==> config.mk <==
export PLATFORM = sky130hd
export DESIGN_NAME = bounded_array_list_engine_unit
export DESIGN_NICKNAME = d
export VERILOG_FILES = /design/src/rtl/balu_pkg.sv /design/src/rtl/balu_front.sv /design/src/rtl/balu_back.sv /design/src/rtl/bounded_array_list_engine_unit.sv
export SDC_FILE = /design/constraint.sdc
export NUM_CORES = 2
export LEC_CHECK = 0
export BUFFER_PORTS_ARGS = -buffer_cell sky130_fd_sc_hd__buf_4
export CAP_MARGIN = 20
export CORE_UTILIZATION = 50
export CTS_CLUSTER_DIAMETER = 120
export CTS_CLUSTER_SIZE = 14
export DETAILED_ROUTE_END_ITERATION = 7
export PLACE_DENSITY = 0.69
export SYNTH_ARGS = -nofsm -noshare
export SYNTH_HDL_FRONTEND = slang
export SYNTH_HIERARCHICAL = 1
export SYNTH_SLANG_ARGS = --single-unit
==> constraint.sdc <==
create_clock -name clk -period 7.5 [get_ports clk]
set_input_delay 0.375 -clock clk [delete_from_list [all_inputs] [get_ports clk]]
set_output_delay 0.375 -clock clk [all_outputs]
set_load 0.03 [all_outputs]
==> src/rtl/balu_pkg.sv <==
// ============================================================================
// balu_pkg
// Shared types and codes for the bounded array list engine.
// ============================================================================
`default_nettype none

package balu_pkg;

    localparam int ACT_W  = 3;
    localparam int POS_W  = 6;
    localparam int VAL_W  = 32;
    localparam int CNT_W  = 7;
    localparam int ST_W   = 2;
    localparam int ADDR_W = 2;

    localparam logic [ADDR_W-1:0] ADDR_CAPACITY = 2'd0;
    localparam logic [CNT_W-1:0]  CAPACITY_RST  = 7'd64;

    localparam logic [ST_W-1:0] ST_OK    = 2'd0;
    localparam logic [ST_W-1:0] ST_FULL  = 2'd1;
    localparam logic [ST_W-1:0] ST_RANGE = 2'd2;
    localparam logic [ST_W-1:0] ST_EMPTY = 2'd3;

    typedef enum logic [ACT_W-1:0] {
        OP_APPEND  = 3'd0,
        OP_INSERT  = 3'd1,
        OP_SEARCH  = 3'd2,
        OP_READ    = 3'd3,
        OP_WRITE   = 3'd4,
        OP_REMLAST = 3'd5,
        OP_REMAT   = 3'd6,
        OP_NOP     = 3'd7
    } op_t;

    typedef struct packed {
        logic [ST_W-1:0]         status;
        logic                    found;
        logic [POS_W-1:0]        found_position;
        logic signed [VAL_W-1:0] read_value;
        logic [CNT_W-1:0]        count;
    } res_t;

endpackage

`default_nettype wire

==> src/rtl/balu_front.sv <==
// ============================================================================
// balu_front
// Accepts request items, decodes the action and stores the item word, and
// holds them in a two-entry command queue for the back end.
// ============================================================================
`default_nettype none

module balu_front #(
    parameter int DATA_WIDTH = 32
) (
    input  wire logic                          clk,
    input  wire logic                          rst_n,
    input  wire logic                          push,
    output logic                               full,
    input  wire logic [balu_pkg::ACT_W-1:0]    action,
    input  wire logic [balu_pkg::POS_W-1:0]    position,
    input  wire logic signed [balu_pkg::VAL_W-1:0] value,
    output logic                               cmd_valid,
    input  wire logic                          cmd_take,
    output balu_pkg::op_t                      cmd_op,
    output logic [balu_pkg::POS_W-1:0]         cmd_pos,
    output logic [DATA_WIDTH-1:0]              cmd_word
);
    import balu_pkg::*;

    op_t                   q_op_reg   [2];
    logic [POS_W-1:0]      q_pos_reg  [2];
    logic [DATA_WIDTH-1:0] q_word_reg [2];
    logic                  wr_ptr_reg;
    logic                  rd_ptr_reg;
    logic [1:0]            cnt_reg;

    op_t                   op_dec;
    logic [DATA_WIDTH-1:0] word_dec;
    logic                  push_ok;
    logic                  take_ok;

    // every 3-bit action code has an op_t member
    assign op_dec = op_t'(action);

    // stored word: low DATA_WIDTH bits, zero filled above 32
    generate
        if (DATA_WIDTH <= VAL_W)
        begin : g_narrow
            assign word_dec = value[DATA_WIDTH-1:0];
        end
        else
        begin : g_wide
            assign word_dec = {{(DATA_WIDTH-VAL_W){1'b0}}, value};
        end
    endgenerate

    assign full      = (cnt_reg == 2'd2);
    assign cmd_valid = (cnt_reg != 2'd0);
    assign push_ok   = push && !full;
    assign take_ok   = cmd_take && cmd_valid;

    assign cmd_op   = q_op_reg[rd_ptr_reg];
    assign cmd_pos  = q_pos_reg[rd_ptr_reg];
    assign cmd_word = q_word_reg[rd_ptr_reg];

    always_ff @(posedge clk)
    begin
        if (push_ok)
        begin
            q_op_reg[wr_ptr_reg]   <= op_dec;
            q_pos_reg[wr_ptr_reg]  <= position;
            q_word_reg[wr_ptr_reg] <= word_dec;
        end
    end

    always_ff @(posedge clk or negedge rst_n)
    begin
        if (!rst_n)
        begin
            wr_ptr_reg <= 1'b0;
            rd_ptr_reg <= 1'b0;
            cnt_reg    <= 2'd0;
        end
        else
        begin
            if (push_ok)
            begin
                wr_ptr_reg <= !wr_ptr_reg;
            end
            if (take_ok)
            begin
                rd_ptr_reg <= !rd_ptr_reg;
            end
            if (push_ok && !take_ok)
            begin
                cnt_reg <= cnt_reg + 2'd1;
            end
            else if (take_ok && !push_ok)
            begin
                cnt_reg <= cnt_reg - 2'd1;
            end
        end
    end

endmodule

`default_nettype wire

==> src/rtl/balu_back.sv <==
// ============================================================================
// balu_back
// Executes list commands against the entry memory, one memory word per
// cycle for shifts and search, and holds one result item.
// ============================================================================
`default_nettype none

module balu_back #(
    parameter int DEPTH      = 64,
    parameter int DATA_WIDTH = 32
) (
    input  wire logic                       clk,
    input  wire logic                       rst_n,
    input  wire logic [balu_pkg::CNT_W-1:0] capacity,
    input  wire logic                       cmd_valid,
    output logic                            cmd_take,
    input  wire balu_pkg::op_t              cmd_op,
    input  wire logic [balu_pkg::POS_W-1:0] cmd_pos,
    input  wire logic [DATA_WIDTH-1:0]      cmd_word,
    output balu_pkg::res_t                  res,
    output logic                            res_valid,
    input  wire logic                       pop
);
    import balu_pkg::*;

    localparam int AW = $clog2(DEPTH);
    localparam int FW = $clog2(DEPTH + 1);
    localparam int PW = (FW > POS_W) ? FW : POS_W;
    localparam int CW = (FW > CNT_W) ? FW : CNT_W;

    localparam logic [2:0] S_IDLE = 3'd0;
    localparam logic [2:0] S_READ = 3'd1;
    localparam logic [2:0] S_SCAN = 3'd2;
    localparam logic [2:0] S_SHUP = 3'd3;
    localparam logic [2:0] S_SHDN = 3'd4;

    logic [DATA_WIDTH-1:0] entry_mem [DEPTH];
    logic [DATA_WIDTH-1:0] rdata_reg;

    logic [2:0]            state_reg,  state_next;
    logic [FW-1:0]         fill_reg,   fill_next;
    logic [AW-1:0]         idx_reg,    idx_next;
    logic [AW-1:0]         pos_reg,    pos_next;
    logic [DATA_WIDTH-1:0] word_reg,   word_next;
    res_t                  res_reg;
    logic                  res_valid_reg;

    logic                  we;
    logic [AW-1:0]         waddr;
    logic [DATA_WIDTH-1:0] wdata;
    logic [AW-1:0]         raddr;
    logic                  res_load;
    res_t                  res_new;
    logic                  slot_free;
    logic                  is_full;
    logic [PW-1:0]         pos_w;
    logic [PW-1:0]         fill_w;
    logic [VAL_W-1:0]      rd_ext;

    generate
        if (DATA_WIDTH < VAL_W)
        begin : g_sext
            assign rd_ext = {{(VAL_W-DATA_WIDTH){rdata_reg[DATA_WIDTH-1]}}, rdata_reg};
        end
        else
        begin : g_trunc
            assign rd_ext = rdata_reg[VAL_W-1:0];
        end
    endgenerate

    assign slot_free = !res_valid_reg || pop;
    assign is_full   = (CW'(fill_reg) >= CW'(capacity)) || (fill_reg >= FW'(DEPTH));
    assign pos_w     = PW'(cmd_pos);
    assign fill_w    = PW'(fill_reg);

    always_comb
    begin
        state_next = state_reg;
        fill_next  = fill_reg;
        idx_next   = idx_reg;
        pos_next   = pos_reg;
        word_next  = word_reg;
        we         = 1'b0;
        waddr      = idx_reg;
        wdata      = rdata_reg;
        raddr      = idx_reg;
        cmd_take   = 1'b0;
        res_load   = 1'b0;
        res_new    = '{status: ST_OK, found: 1'b0, found_position: '0,
                       read_value: '0, count: '0};

        case (state_reg)
            S_IDLE:
            begin
                if (cmd_valid && slot_free)
                begin
                    cmd_take  = 1'b1;
                    word_next = cmd_word;
                    pos_next  = AW'(cmd_pos);
                    case (cmd_op)
                        OP_APPEND:
                        begin
                            res_load = 1'b1;
                            if (is_full)
                            begin
                                res_new.status = ST_FULL;
                            end
                            else
                            begin
                                we        = 1'b1;
                                waddr     = AW'(fill_reg);
                                wdata     = cmd_word;
                                fill_next = fill_reg + FW'(1);
                            end
                        end
                        OP_INSERT:
                        begin
                            if (is_full)
                            begin
                                res_load       = 1'b1;
                                res_new.status = ST_FULL;
                            end
                            else if (pos_w > fill_w)
                            begin
                                res_load       = 1'b1;
                                res_new.status = ST_RANGE;
                            end
                            else if (pos_w == fill_w)
                            begin
                                res_load  = 1'b1;
                                we        = 1'b1;
                                waddr     = AW'(cmd_pos);
                                wdata     = cmd_word;
                                fill_next = fill_reg + FW'(1);
                            end
                            else
                            begin
                                raddr      = AW'(fill_reg - FW'(1));
                                idx_next   = AW'(fill_reg);
                                state_next = S_SHUP;
                            end
                        end
                        OP_SEARCH:
                        begin
                            if (fill_reg == '0)
                            begin
                                res_load = 1'b1;
                            end
                            else
                            begin
                                raddr      = '0;
                                idx_next   = '0;
                                state_next = S_SCAN;
                            end
                        end
                        OP_READ:
                        begin
                            if (pos_w >= fill_w)
                            begin
                                res_load       = 1'b1;
                                res_new.status = ST_RANGE;
                            end
                            else
                            begin
                                raddr      = AW'(cmd_pos);
                                state_next = S_READ;
                            end
                        end
                        OP_WRITE:
                        begin
                            res_load = 1'b1;
                            if (pos_w >= fill_w)
                            begin
                                res_new.status = ST_RANGE;
                            end
                            else
                            begin
                                we    = 1'b1;
                                waddr = AW'(cmd_pos);
                                wdata = cmd_word;
                            end
                        end
                        OP_REMLAST:
                        begin
                            res_load = 1'b1;
                            if (fill_reg == '0)
                            begin
                                res_new.status = ST_EMPTY;
                            end
                            else
                            begin
                                fill_next = fill_reg - FW'(1);
                            end
                        end
                        OP_REMAT:
                        begin
                            if (fill_reg == '0)
                            begin
                                res_load       = 1'b1;
                                res_new.status = ST_EMPTY;
                            end
                            else if (pos_w >= fill_w)
                            begin
                                res_load       = 1'b1;
                                res_new.status = ST_RANGE;
                            end
                            else if (pos_w == fill_w - PW'(1))
                            begin
                                res_load  = 1'b1;
                                fill_next = fill_reg - FW'(1);
                            end
                            else
                            begin
                                raddr      = AW'(cmd_pos) + AW'(1);
                                idx_next   = AW'(cmd_pos);
                                state_next = S_SHDN;
                            end
                        end
                        default:
                        begin
                            res_load = 1'b1;
                        end
                    endcase
                end
            end
            S_READ:
            begin
                res_load           = 1'b1;
                res_new.read_value = rd_ext;
                state_next         = S_IDLE;
            end
            S_SCAN:
            begin
                // rdata_reg holds entry idx_reg
                raddr = idx_reg + AW'(1);
                if (rdata_reg == word_reg)
                begin
                    res_load               = 1'b1;
                    res_new.found          = 1'b1;
                    res_new.found_position = POS_W'(idx_reg);
                    state_next             = S_IDLE;
                end
                else if (FW'(idx_reg) + FW'(1) == fill_reg)
                begin
                    res_load   = 1'b1;
                    state_next = S_IDLE;
                end
                else
                begin
                    idx_next = idx_reg + AW'(1);
                end
            end
            S_SHUP:
            begin
                // rdata_reg holds entry idx_reg - 1
                we = 1'b1;
                if (idx_reg == pos_reg)
                begin
                    wdata      = word_reg;
                    fill_next  = fill_reg + FW'(1);
                    res_load   = 1'b1;
                    state_next = S_IDLE;
                end
                else
                begin
                    raddr    = idx_reg - AW'(2);
                    idx_next = idx_reg - AW'(1);
                end
            end
            S_SHDN:
            begin
                // rdata_reg holds entry idx_reg + 1
                we       = 1'b1;
                raddr    = idx_reg + AW'(2);
                idx_next = idx_reg + AW'(1);
                if (FW'(idx_reg) + FW'(2) == fill_reg)
                begin
                    fill_next  = fill_reg - FW'(1);
                    res_load   = 1'b1;
                    state_next = S_IDLE;
                end
            end
            default:
            begin
                state_next = S_IDLE;
            end
        endcase

        res_new.count = CNT_W'(fill_next);
    end

    always_ff @(posedge clk)
    begin
        if (we)
        begin
            entry_mem[waddr] <= wdata;
        end
        rdata_reg <= entry_mem[raddr];
    end

    always_ff @(posedge clk)
    begin
        idx_reg  <= idx_next;
        pos_reg  <= pos_next;
        word_reg <= word_next;
        if (res_load)
        begin
            res_reg <= res_new;
        end
    end

    always_ff @(posedge clk or negedge rst_n)
    begin
        if (!rst_n)
        begin
            state_reg     <= S_IDLE;
            fill_reg      <= '0;
            res_valid_reg <= 1'b0;
        end
        else
        begin
            state_reg <= state_next;
            fill_reg  <= fill_next;
            if (res_load)
            begin
                res_valid_reg <= 1'b1;
            end
            else if (pop)
            begin
                res_valid_reg <= 1'b0;
            end
        end
    end

    assign res       = res_reg;
    assign res_valid = res_valid_reg;

endmodule

`default_nettype wire

==> src/rtl/bounded_array_list_engine_unit.sv <==
// ============================================================================
// bounded_array_list_engine_unit
// Ordered list of signed words with append, insert, search, read, write and
// removals; front queue decouples request intake from the executing back end.
// ============================================================================
//
//   channel   handshake               payload
//   request   push / full             action, position, value
//   result    pop / empty             status, found, found_position,
//                                     read_value, count
//   config    psel/penable/pwrite     paddr, pwdata, prdata (capacity @ 0x0)
//
// Back end: append, write, remove_last and unused codes finish on acceptance;
// read passes through a read state, search scans entries upward, insert
// shifts entries up and remove_at shifts them down; the entry memory moves
// one word a cycle. Requests pass through the two-entry request queue.
// Reset clears count and queues; entries are not cleared. Results wait in
// one output register while the request queue keeps filling.
`default_nettype none

module bounded_array_list_engine_unit #(
    parameter int DEPTH      = 64,
    parameter int DATA_WIDTH = 32
) (
    input  wire logic                              clk,
    input  wire logic                              rst_n,
    input  wire logic                              push,
    output logic                                   full,
    input  wire logic [balu_pkg::ACT_W-1:0]        action,
    input  wire logic [balu_pkg::POS_W-1:0]        position,
    input  wire logic signed [balu_pkg::VAL_W-1:0] value,
    input  wire logic                              pop,
    output logic                                   empty,
    output logic [balu_pkg::ST_W-1:0]              status,
    output logic                                   found,
    output logic [balu_pkg::POS_W-1:0]             found_position,
    output logic signed [balu_pkg::VAL_W-1:0]      read_value,
    output logic [balu_pkg::CNT_W-1:0]             count,
    input  wire logic                              psel,
    input  wire logic                              penable,
    input  wire logic                              pwrite,
    input  wire logic [balu_pkg::ADDR_W-1:0]       paddr,
    input  wire logic [31:0]                       pwdata,
    output logic [31:0]                            prdata,
    output logic                                   pready
);
    import balu_pkg::*;

    logic [CNT_W-1:0]      capacity_reg;
    logic                  cmd_valid;
    logic                  cmd_take;
    op_t                   cmd_op;
    logic [POS_W-1:0]      cmd_pos;
    logic [DATA_WIDTH-1:0] cmd_word;
    res_t                  res;
    logic                  res_valid;

    assign pready = 1'b1;
    assign prdata = (paddr == ADDR_CAPACITY) ? 32'(capacity_reg) : 32'd0;

    always_ff @(posedge clk or negedge rst_n)
    begin
        if (!rst_n)
        begin
            capacity_reg <= CAPACITY_RST;
        end
        else if (psel && penable && pwrite && pready && (paddr == ADDR_CAPACITY))
        begin
            capacity_reg <= pwdata[CNT_W-1:0];
        end
    end

    balu_front #(
        .DATA_WIDTH (DATA_WIDTH)
    ) u_front (
        .clk       (clk),
        .rst_n     (rst_n),
        .push      (push),
        .full      (full),
        .action    (action),
        .position  (position),
        .value     (value),
        .cmd_valid (cmd_valid),
        .cmd_take  (cmd_take),
        .cmd_op    (cmd_op),
        .cmd_pos   (cmd_pos),
        .cmd_word  (cmd_word)
    );

    balu_back #(
        .DEPTH      (DEPTH),
        .DATA_WIDTH (DATA_WIDTH)
    ) u_back (
        .clk       (clk),
        .rst_n     (rst_n),
        .capacity  (capacity_reg),
        .cmd_valid (cmd_valid),
        .cmd_take  (cmd_take),
        .cmd_op    (cmd_op),
        .cmd_pos   (cmd_pos),
        .cmd_word  (cmd_word),
        .res       (res),
        .res_valid (res_valid),
        .pop       (pop)
    );

    assign empty          = !res_valid;
    assign status         = res.status;
    assign found          = res.found;
    assign found_position = res.found_position;
    assign read_value     = res.read_value;
    assign count          = res.count;

endmodule

`default_nettype wire

==> impl_results.md <==
* Placer congestion estimate at 0.926
* Synthesis-to-finish area growth at 11.6%
* Number of DRC violations after detailed routing at 4
* Number of distinct library cell variants in the gate-level netlist after synthesis at 98
* Launching element type of the critical path: flop
* Count of flip-flops with a built-in enable after synthesis at 2222
* Total global routing overflow at 0
* Instance area at placement at 97900 µm²
* Netlist area before placement at 93000 µm²
* Ranking of synthesized cells by area: sky130_fd_sc_hd__edfxtp_1 (72%), sky130_fd_sc_hd__nand2_1 (5.8%), sky130_fd_sc_hd__nand3_1 (3.7%), sky130_fd_sc_hd__mux2i_1 (2.3%), sky130_fd_sc_hd__clkbuf_1 (1.0%)
* Cell Rows at 157
* Synthesis-stage register bit count at 2276
* Die Height at 433 µm
* Largest register FFs at 2048
* Initial core utilization at 0.506
* Critical path peak fanout at 22
* First-pass GRT wire length at 388 mm
* Sequential share of the synthesized area at 0.730
* H-tree levels at 4
* Layer with the highest usage after global routing: met2
* Cell taking the most area after synthesis: sky130_fd_sc_hd__edfxtp_1
* Pin count of the biggest net entering global routing at 110
* Root Buffer Master: sky130_fd_sc_hd__clkbuf_16
* Final clock skew at 0.0228 ns
* Wirelength per Cell at 28.6 µm
* Detailed Route Iter0 Violations at 8497
* Average cell area after synthesis at 14.0 µm²
* Quantity of I/O buffers inserted on ports at 113
* Vias post-DR at 59400
* Synth async-reset ratio at 0.00967
* Leading post-synthesis cells by instance count: sky130_fd_sc_hd__edfxtp_1 (2222), sky130_fd_sc_hd__nand2_1 (1436), sky130_fd_sc_hd__nand3_1 (679)
* Area of the die at 188000 µm²
* Post-Route WL at 269 mm
* TritonCTS Buffers at 181
* Met3 usage in global routing at 0.0484
* Final worst path period need at 6.48 ns
* All-layer global routing usage at 0.283
* Buffer depth of the longest clock path at 3
* RSZ-0062 raised after global routing: false
* Max_cap viols at 0
* Number of global-route vias before repair at 56300
* Layout cell share with drive strength beyond 1 at 0.124
* Synth top area share at 0.717
* Tcrit/Tclk final at 0.864
* Via density per instance at 6.31
* Max_slew headroom at 0.193
* Most used flip-flop cell after synthesis: sky130_fd_sc_hd__edfxtp_1
* Worst-Margin Slew at 1.21 ns
* Post-synthesis instance total at 6667
* Top-level I/O count at 165
* GRT met1 Usage at 0.387
* Clock-pin slew on the worst setup and hold paths at 0.07 ns
* CTS tree: yes
* Arrival time of the worst setup path at 6.98 ns
* Count leader, synth: sky130_fd_sc_hd__edfxtp_1
* Number of pins exceeding their max-slew limit in the final report at 0
* Run status: complete, but fails checks
* Post-detail-place hpwl at 158 mm
* Post-route cell area at 104000 µm²
* Initial antenna violation count at 7
* Yosys synthesis warning count at 6
* Required time at the worst-slack endpoint at 8.00 ns
* Core outline area at 184000 µm²
* Highest clock frequency the design can meet at 0.154 GHz
* Sink count of the clock tree at 2276
* Capturing element type of the critical path: flop
* Horizontal die dimension at 433 µm
* Violated checks: DRC
* Path type of the worst setup path: reg -> reg
* FILL cells at 14300
* Setup total negative slack at 0 ns
* Remaining antenna violation count after routing at 0
* Fraction of met2 tracks used by global routing at 0.445
* Final-report hold violation count at 0
* Clk Latency, worst-skew pair at 0.83 ns
* Path category of the worst min-delay check: in -> async
* Final-stage net count at 6940
* Number of iterations in the first detailed-routing pass at 8
* Final number of setup-violating endpoints at 0
-- cell type report --
| class | count | area, µm² | share of cell area |
|---|---|---|---|
| Inverter | 98 | 368 | 0.00354 |
| Antenna cell | 7 | 17.5 | 0.000169 |
| Sequential cell | 2276 | 67900 | 0.654 |
| Multi-Input combinational cell | 3851 | 23200 | 0.224 |
| Timing Repair Buffer | 427 | 3970 | 0.0383 |
| Tap cell | 2464 | 3080 | 0.0297 |
| Clock buffer | 272 | 4960 | 0.0477 |
| Clock inverter | 13 | 229 | 0.00221 |
-- timing repair --
item,in CTS,in global routing
hold buffers,59,0
buffers inserted,0,0
endpoints found under the hold margin,113,0
endpoints found under the setup margin,0,0
gates resized for setup,0,0
-- kinds of logic (layout without fill, tap and decap cells) --
group	after synthesis	in the layout	share of synthesized area
AO/OA/AOI/OAI	837	837	0.0709
XOR/XNOR	80	80	0.00753
adder cells (fa/ha/maj)	23	23	0.00309
buffers and inverters	564	810	0.0280
flip-flops	2276	2276	0.730
multiplexers	320	320	0.0375
other	2	33	0.0000807
AND/OR/NAND/NOR	2565	2565	0.123
-- placed cells by master (no fill, tap or decap), types with 20 or more instances in the layout --
master	count
sky130_fd_sc_hd__a2111oi_0	33
sky130_fd_sc_hd__mux2i_1	210
sky130_fd_sc_hd__o21ai_0	33
sky130_fd_sc_hd__dlygate4sd3_1	59
sky130_fd_sc_hd__nand2_1	1435
sky130_fd_sc_hd__inv_1	68
sky130_fd_sc_hd__nand4_1	118
sky130_fd_sc_hd__clkbuf_16	185
sky130_fd_sc_hd__nor2_1	47
sky130_fd_sc_hd__buf_4	319
sky130_fd_sc_hd__ha_1	23
sky130_fd_sc_hd__a31oi_1	109
sky130_fd_sc_hd__or3_1	39
sky130_fd_sc_hd__a211oi_2	29
sky130_fd_sc_hd__clkbuf_1	87
sky130_fd_sc_hd__conb_1	26
sky130_fd_sc_hd__a21oi_1	84
sky130_fd_sc_hd__a22oi_1	43
sky130_fd_sc_hd__a2111oi_1	29
sky130_fd_sc_hd__a221o_1	34
sky130_fd_sc_hd__nand3_1	679
sky130_fd_sc_hd__and3_1	36
sky130_fd_sc_hd__dfrtp_1	20
sky130_fd_sc_hd__xnor2_1	70
sky130_fd_sc_hd__dfxtp_1	32
sky130_fd_sc_hd__mux2_2	61
sky130_fd_sc_hd__inv_2	28
sky130_fd_sc_hd__edfxtp_1	2222
sky130_fd_sc_hd__o221ai_1	98
sky130_fd_sc_hd__buf_12	48
sky130_fd_sc_hd__a32oi_1	96
sky130_fd_sc_hd__nor2_4	73
sky130_fd_sc_hd__nor3_1	36
sky130_fd_sc_hd__mux2_4	39
sky130_fd_sc_hd__a222oi_1	32
sky130_fd_sc_hd__nand2b_1	23
sky130_fd_sc_hd__a211oi_1	109
-- worst paths after layout --
kind,to,slack (ns),cells after the start,from
min,capacity_reg[6]$_DFFE_PN1P_,0.07,2,rst_n
min in group clk,u_front/q_word_reg[0][18]$_DFFE_PP_,0.28,2,value[18]
max,u_back/entry_mem[19][21]$_DFFE_PP_,1.02,15,u_front/rd_ptr_reg$_DFFE_PN0P_
max reg2reg,u_back/entry_mem[19][21]$_DFFE_PP_,1.02,15,u_front/rd_ptr_reg$_DFFE_PN0P_
max in group asynchronous,u_front/rd_ptr_reg$_DFFE_PN0P_,6.52,4,rst_n
min reg2reg,u_front/cnt_reg[1]$_DFFE_PN0P_,0.52,1,u_front/cnt_reg[1]$_DFFE_PN0P_
-- through the flow --
step | utilization | std cells | worst slack, ns | hold slack (ns)
after floorplan | - | 6691 | 1.99 | 0.0794
after global placement | 0.532 | 9051 | 1.21 | 0.287
after detailed placement | 0.532 | 9051 | 1.20 | 0.290
after CTS | 0.564 | 9395 | 1.13 | 0.0250
after global routing | 0.564 | 9407 | 0.915 | 0.0569
final | 0.564 | 9408 | 1.02 | 0.0737
-- critical path, stage by stage, from the launching register on --
cell                       delay, ns
sky130_fd_sc_hd__dfrtp_2        0.71
sky130_fd_sc_hd__mux2_4         0.45
sky130_fd_sc_hd__inv_1          0.09
sky130_fd_sc_hd__ha_1           0.25
sky130_fd_sc_hd__nand2b_1       0.17
sky130_fd_sc_hd__a211o_1        0.36
sky130_fd_sc_hd__a21oi_1        0.74
sky130_fd_sc_hd__nand2b_1       0.18
sky130_fd_sc_hd__a21oi_1        0.59
sky130_fd_sc_hd__nand2_1        0.11
sky130_fd_sc_hd__a21oi_1        0.16
sky130_fd_sc_hd__a21oi_1        0.16
sky130_fd_sc_hd__or3b_2         0.60
sky130_fd_sc_hd__nand2b_1       0.56
sky130_fd_sc_hd__nor2_4         0.68
sky130_fd_sc_hd__buf_12         0.29
-- routing by layer --
| metal | vias to the layer above | routed length [µm] |
|---|---|---|
| li1 | 25600 | - |
| met1 | 29900 | 104000 |
| met2 | 3326 | 125000 |
| met3 | 545 | 26200 |
| met4 | 2 | 13300 |
| met5 | - | 13 |
Power is not shown: default switching activity piles up to over one toggle a cycle in this logic, so the estimate is an artifact.
